**src/rtl/ica_pkg.sv**
```systemverilog
`default_nettype none

package ica_pkg;

	localparam int FIELD_WIDTH = 32;
	localparam int OPERAND_WIDTH = 32;
	localparam int VALUE_WIDTH = 64;
	localparam int HALF_WIDTH = VALUE_WIDTH / 2;
	localparam int EXP_WIDTH = OPERAND_WIDTH - 1;
	localparam int DIV_STEPS = VALUE_WIDTH;

	localparam logic signed [VALUE_WIDTH-1:0] FACT_LIMIT = 64'sd20;

	// Operation codes.
	localparam logic [2:0] K_ADD = 3'd0;
	localparam logic [2:0] K_SUB = 3'd1;
	localparam logic [2:0] K_QUO = 3'd2;
	localparam logic [2:0] K_REM = 3'd3;
	localparam logic [2:0] K_MUL = 3'd4;
	localparam logic [2:0] K_POW = 3'd5;
	localparam logic [2:0] K_FACT = 3'd6;
	localparam logic [2:0] K_BINOM = 3'd7;

	// Result status codes.
	localparam logic [1:0] ST_OK = 2'd0;
	localparam logic [1:0] ST_DOMAIN = 2'd1;
	localparam logic [1:0] ST_DIVZERO = 2'd2;
	localparam logic [1:0] ST_OVERFLOW = 2'd3;

	// How an item is processed once decoded.
	localparam logic [2:0] CLS_DONE = 3'd0;
	localparam logic [2:0] CLS_MUL = 3'd1;
	localparam logic [2:0] CLS_DIV = 3'd2;
	localparam logic [2:0] CLS_POW = 3'd3;
	localparam logic [2:0] CLS_BINOM = 3'd4;

	// Datapath write-back selects.
	localparam logic [2:0] WB_NONE = 3'd0;
	localparam logic [2:0] WB_SETUP = 3'd1;
	localparam logic [2:0] WB_MULRES = 3'd2;
	localparam logic [2:0] WB_ACC = 3'd3;
	localparam logic [2:0] WB_BASE = 3'd4;
	localparam logic [2:0] WB_POWRES = 3'd5;
	localparam logic [2:0] WB_DIVRES = 3'd6;

	// Multiplier operand selects.
	localparam logic [1:0] MS_OPS = 2'd0;
	localparam logic [1:0] MS_DEN = 2'd1;
	localparam logic [1:0] MS_ACC = 2'd2;
	localparam logic [1:0] MS_SQR = 2'd3;

	// Divider operand selects.
	localparam logic DS_OPS = 1'b0;
	localparam logic DS_BINOM = 1'b1;

	typedef struct packed {
		logic [2:0] kind;
		logic signed [FIELD_WIDTH-1:0] operand_a;
		logic signed [FIELD_WIDTH-1:0] operand_b;
	} in_t;

	typedef struct packed {
		logic signed [VALUE_WIDTH-1:0] value;
		logic [1:0] status;
	} out_t;

	typedef struct packed {
		logic load_in;
		logic [2:0] wb;
		logic mul_start;
		logic [1:0] mul_sel;
		logic div_start;
		logic div_sel;
		logic load_out;
	} cmd_t;

	typedef struct packed {
		logic [2:0] cls;
		logic mul_done;
		logic div_done;
		logic exp_zero;
		logic exp_odd;
	} sts_t;

	// Keep the low OPERAND_WIDTH bits and sign-extend them.
	function automatic logic [VALUE_WIDTH-1:0] sext_w(input logic [VALUE_WIDTH-1:0] v);
		return {{(VALUE_WIDTH-OPERAND_WIDTH){v[OPERAND_WIDTH-1]}}, v[OPERAND_WIDTH-1:0]};
	endfunction

	function automatic logic [VALUE_WIDTH-1:0] fact_lut(input logic [4:0] n);
		logic [VALUE_WIDTH-1:0] r;
		case (n)
			5'd0: r = 64'd1;
			5'd1: r = 64'd1;
			5'd2: r = 64'd2;
			5'd3: r = 64'd6;
			5'd4: r = 64'd24;
			5'd5: r = 64'd120;
			5'd6: r = 64'd720;
			5'd7: r = 64'd5040;
			5'd8: r = 64'd40320;
			5'd9: r = 64'd362880;
			5'd10: r = 64'd3628800;
			5'd11: r = 64'd39916800;
			5'd12: r = 64'd479001600;
			5'd13: r = 64'd6227020800;
			5'd14: r = 64'd87178291200;
			5'd15: r = 64'd1307674368000;
			5'd16: r = 64'd20922789888000;
			5'd17: r = 64'd355687428096000;
			5'd18: r = 64'd6402373705728000;
			5'd19: r = 64'd121645100408832000;
			5'd20: r = 64'd2432902008176640000;
			default: r = 64'd0;
		endcase
		return r;
	endfunction

endpackage

`default_nettype wire

```
**src/rtl/ica_ctrl.sv**
```systemverilog
`default_nettype none

module ica_ctrl
	import ica_pkg::*;
(
	input wire logic clk,
	input wire logic arst_n,
	input wire logic req_valid,
	output logic req_stall,
	output logic rsp_valid,
	input wire logic rsp_stall,
	input wire sts_t sts,
	output cmd_t cmd
);

	localparam logic [2:0] S_IDLE = 3'd0;
	localparam logic [2:0] S_SETUP = 3'd1;
	localparam logic [2:0] S_MULW = 3'd2;
	localparam logic [2:0] S_DIVW = 3'd3;
	localparam logic [2:0] S_PTEST = 3'd4;
	localparam logic [2:0] S_PMULW = 3'd5;
	localparam logic [2:0] S_PSQW = 3'd6;
	localparam logic [2:0] S_FINISH = 3'd7;

	logic [2:0] state_q, state_d;
	logic rsp_valid_q;
	logic out_free;

	assign req_stall = (state_q != S_IDLE);
	assign out_free = !rsp_valid_q || !rsp_stall;

	always_comb begin
		state_d = state_q;
		cmd = '0;
		cmd.wb = WB_NONE;
		cmd.mul_sel = MS_OPS;
		cmd.div_sel = DS_OPS;
		case (state_q)
			S_IDLE: begin
				if (req_valid) begin
					cmd.load_in = 1'b1;
					state_d = S_SETUP;
				end
			end
			S_SETUP: begin
				cmd.wb = WB_SETUP;
				case (sts.cls)
					CLS_MUL: begin
						cmd.mul_start = 1'b1;
						cmd.mul_sel = MS_OPS;
						state_d = S_MULW;
					end
					CLS_BINOM: begin
						cmd.mul_start = 1'b1;
						cmd.mul_sel = MS_DEN;
						state_d = S_MULW;
					end
					CLS_DIV: begin
						cmd.div_start = 1'b1;
						cmd.div_sel = DS_OPS;
						state_d = S_DIVW;
					end
					CLS_POW: state_d = S_PTEST;
					default: state_d = S_FINISH;
				endcase
			end
			S_MULW: begin
				if (sts.mul_done) begin
					if (sts.cls == CLS_BINOM) begin
						cmd.div_start = 1'b1;
						cmd.div_sel = DS_BINOM;
						state_d = S_DIVW;
					end else begin
						cmd.wb = WB_MULRES;
						state_d = S_FINISH;
					end
				end
			end
			S_DIVW: begin
				if (sts.div_done) begin
					cmd.wb = WB_DIVRES;
					state_d = S_FINISH;
				end
			end
			S_PTEST: begin
				// One exponent bit per pass: multiply on a set bit, then square.
				if (sts.exp_zero) begin
					cmd.wb = WB_POWRES;
					state_d = S_FINISH;
				end else if (sts.exp_odd) begin
					cmd.mul_start = 1'b1;
					cmd.mul_sel = MS_ACC;
					state_d = S_PMULW;
				end else begin
					cmd.mul_start = 1'b1;
					cmd.mul_sel = MS_SQR;
					state_d = S_PSQW;
				end
			end
			S_PMULW: begin
				if (sts.mul_done) begin
					cmd.wb = WB_ACC;
					cmd.mul_start = 1'b1;
					cmd.mul_sel = MS_SQR;
					state_d = S_PSQW;
				end
			end
			S_PSQW: begin
				if (sts.mul_done) begin
					cmd.wb = WB_BASE;
					state_d = S_PTEST;
				end
			end
			S_FINISH: begin
				if (out_free) begin
					cmd.load_out = 1'b1;
					state_d = S_IDLE;
				end
			end
			default: state_d = S_IDLE;
		endcase
	end

	always_ff @(posedge clk or negedge arst_n) begin
		if (!arst_n) begin
			state_q <= S_IDLE;
			rsp_valid_q <= 1'b0;
		end else begin
			state_q <= state_d;
			if (cmd.load_out) begin
				rsp_valid_q <= 1'b1;
			end else if (!rsp_stall) begin
				rsp_valid_q <= 1'b0;
			end
		end
	end

	assign rsp_valid = rsp_valid_q;

`ifndef NO_ASSERTIONS
	a_no_overwrite: assert property (@(posedge clk) disable iff (!arst_n)
		rsp_valid_q && rsp_stall |-> !cmd.load_out)
		else $error("result register loaded while its item is still stalled");

	a_accept_setup: assert property (@(posedge clk) disable iff (!arst_n)
		req_valid && !req_stall |=> state_q == S_SETUP)
		else $error("accepted item did not move to decode");

	a_mul_done_wait: assert property (@(posedge clk) disable iff (!arst_n)
		sts.mul_done |-> state_q == S_MULW || state_q == S_PMULW || state_q == S_PSQW)
		else $error("multiplier finished while the controller was not waiting");

	a_div_done_wait: assert property (@(posedge clk) disable iff (!arst_n)
		sts.div_done |-> state_q == S_DIVW)
		else $error("divider finished while the controller was not waiting");
`endif

endmodule

`default_nettype wire
```
**config.mk**
```make
export PLATFORM = sky130hd
export DESIGN_NAME = ica_ctrl
export DESIGN_NICKNAME = d
export VERILOG_FILES = /design/src/rtl/ica_pkg.sv /design/src/rtl/ica_ctrl.sv
export SDC_FILE = /design/constraint.sdc
export NUM_CORES = 1
export LEC_CHECK = 0
export BUFFER_PORTS_ARGS = -buffer_cell sky130_fd_sc_hd__buf_2
export CAP_MARGIN = 20
export CELL_PAD_IN_SITES_DETAIL_PLACEMENT = 1
export CELL_PAD_IN_SITES_GLOBAL_PLACEMENT = 1
export CORE_MARGIN = 3
export CORE_UTILIZATION = 31
export DETAILED_ROUTE_END_ITERATION = 8
export PLACE_DENSITY = 0.85
export SYNTH_ARGS = -nofsm -noshare
export SYNTH_HDL_FRONTEND = slang
export SYNTH_SLANG_ARGS = --single-unit
```
**constraint.sdc**
```tcl
create_clock -name clk -period 2.25 [get_ports clk]
set_clock_uncertainty 0.15 [all_clocks]
set_input_delay 0.3375 -clock clk [delete_from_list [all_inputs] [get_ports clk]]
set_output_delay 0.3375 -clock clk [all_outputs]
set_load 0.03 [all_outputs]
```
==> out/results.ini <==
[clock_network]
h-tree-depth=1
numCtsBuffers=3
insertion_delay_ns=0.24
path_clk_slew_ns=0.04
clock_sinks=4
clk_path_buf_depth=2
cts_root_buffer=clkbuf_4
cts_tree=built

[timing]
hold_viol=0
slew_headroom=0.725
fin_tns_setup_ns=0
period_share=0.939
min_period_ns=2.11
setup_viol=0
tightest_slew_ns=0.410
max_clock_freq_ghz=0.474
slew_viol_final=0
rsz0062_at_grt=false

[worst_setup_path]
cp.arrival_ns=1.62
cpPeakStageDelay_ns=0.51
crit_path_top_delay_cell=dfrtp_1
worst-path-buf-inv=1
path_max_fanout=14
crit_chain=or2_2 -> o21ai_0 -> a21oi_1 -> nor2_1 -> buf_2
critPathRequiredTime_ns=1.76
crit_type=flip-flop to primary output
crit_family=flip-flops
endpoint_kind=primary output
cp-start-kind=flip-flop

[cells_and_area]
layout-drive-gt1-share=0.355
seq_area_um2=101
stdcell_area_um2=676
final_common_cell=buf_2
layout_common_cells=buf_2 (22), a21oi_1 (7), nand2b_1 (5), o21ai_0 (5)
layout.nets=106
nFillCells=212
antenna_cells=0
multi_input_area_um2=389
syn2layout_area_growth_pct=27.7

[logic_synthesis]
synth_area_leader_cell=dfrtp_1
ys_seq_area_frac=0.189
yosys_warnings=0
synth_flop_cell=dfrtp_1
synth_edf_count=0
synth-seq-cells=4
syn_area_um2=529
synth_nets=82
yosysTopAreaCellShare=0.189
synthCells=71
synth_cell_types=39
avgSynthCellArea_um2=7.45
ys_async_sr_fraction=1.00
synthTopCellsByArea=dfrtp_1 (19%), a21oi_1 (6.6%), nand2b_1 (5.9%)

[power]
p_per_area_nw_per_um2=1360
p_clk_frac=0.099
p_leak_uw=0.000324
comb_power_share=0.675
switchingPower_uw=497
pwr-share-seq=0.226
netSwitchingFraction=0.539
p_int_uw=425
ir_worst_vdd_mv=0.615

[die]
start_util=0.339
dieArea_um2=2240
ios=23
die_x_um=47.3
die_h_um=47.3
core-area_um2=1560
row_count=14

[route]
drc_errors=0
vias=607
vias_per_cell=5.57
first_pass_iters=4
postRouteAntennaNets=0
drtIter0Drc=6
post_drt_wl_per_cell_um=14.0
wl_um=1520

[place]
place_area_um2=642
dp_hpwl_um=1160
place_congestion=0.796
portBuffers=22

[global_route]
grt_first_pass_wirelength_um=2480
grt_use_total=0.153
grt_max_degree=20
grt_pass1_vias=549
antenna_found_initial=0
grt-ovfl-total=0

[run]
maxCapViolCount=0

[outcome]
status=finished, final reports clean

[min_path]
hold_class=input pin to flip-flop

==> stage by stage <==
stage          cells  hold slack [ns]  utilization  power, uW  worst slack (ns)
2_1_floorplan     71           -0.108            -        666            0.0280
3_3_place_gp     105         -0.00562        0.412        815             0.279
3_5_place_dp     105        -0.000859        0.412        828             0.269
4_1_cts          109            0.205        0.433        924             0.108
5_1_grt          109            0.219        0.433       1010            0.0461
6_report         109            0.206        0.433        922             0.138
==> flip-flops by register name, summed over array words and instances (netlist names) <==
signal	flops
state_q	3
rsp_valid	1
==> path summary, 6_finish.rpt <==
| path | start | to | slack, ns | cells after the start |
|---|---|---|---|---|
| min in group asynchronous | arst_n | state_q[0] | 0.30 | 2 |
| hold / removal | rsp_stall | rsp_valid | 0.21 | 3 |
| setup reg to reg | state_q[0] | state_q[2] | 0.46 | 5 |
| max in group asynchronous | arst_n | state_q[2] | 1.51 | 2 |
| setup / recovery | state_q[0] | cmd[3] | 0.14 | 5 |
| hold reg to reg | rsp_valid | rsp_valid | 0.40 | 2 |
==> routing by layer <==
metal,track usage,vias up,routed length (um)
li1,-,308,-
met1,0.221,282,744
met2,0.230,17,680
met3,0.0575,0,96
met4,0,0,0
met5,0,-,0
==> logic make-up (layout without fill, tap and decap cells) <==
| family | after synthesis | count (layout) | synth area share |
|---|---|---|---|
| AO/OA/AOI/OAI | 23 | 23 | 0.288 |
| XOR/XNOR | 2 | 2 | 0.0331 |
| buffers and inverters | 8 | 30 | 0.0757 |
| flip-flops | 4 | 4 | 0.189 |
| multiplexers | 3 | 3 | 0.0685 |
| AND/OR/NAND/NOR | 31 | 31 | 0.345 |
==> synthesized netlist by cell type, types with 2 or more instances <==
master / number
dfrtp_1: 4
nand3b_1: 2
a21oi_1: 7
buf_2: 2
nand3_1: 2
nand2b_1: 5
nor2b_1: 2
nor2_1: 4
inv_1: 2
o22ai_1: 2
clkbuf_1: 2
nand2_1: 4
o21ai_0: 5
nor3_1: 3
==> power by group through the flow <==
stage | logic [uW] | registers [uW] | clock network [uW]
after CTS | 628 | 204 | 93.0
after detailed placement | 623 | 205 | 0
final | 622 | 208 | 91.2
after global routing | 679 | 218 | 108
after global placement | 613 | 202 | 0
after floorplan | 523 | 143 | 0
==> what timing repair did <==
item | in CTS | in global routing
endpoints found under the hold margin | 4 | 0
setup endpoints to repair | 0 | 2
gates resized for setup | 0 | 1
setup buffers | 0 | 0
hold buffers | 1 | 0
==> worst reg2reg max path, stage by stage, from the launching register on <==
cell      delay [ns]
dfrtp_1         0.51
buf_4           0.23
or3_1           0.35
o311ai_2        0.10
a21oi_1         0.06
mux2_4          0.26
==> area by class of cell <==
class | count | share of cell area
inverters | 2 | 0.0111
flip-flops and latches | 4 | 0.150
clock buffers | 3 | 0.0333
repair buffers | 25 | 0.200
well taps | 16 | 0.0296
multi-input cells | 59 | 0.576
(Power assumes the default switching activity.)
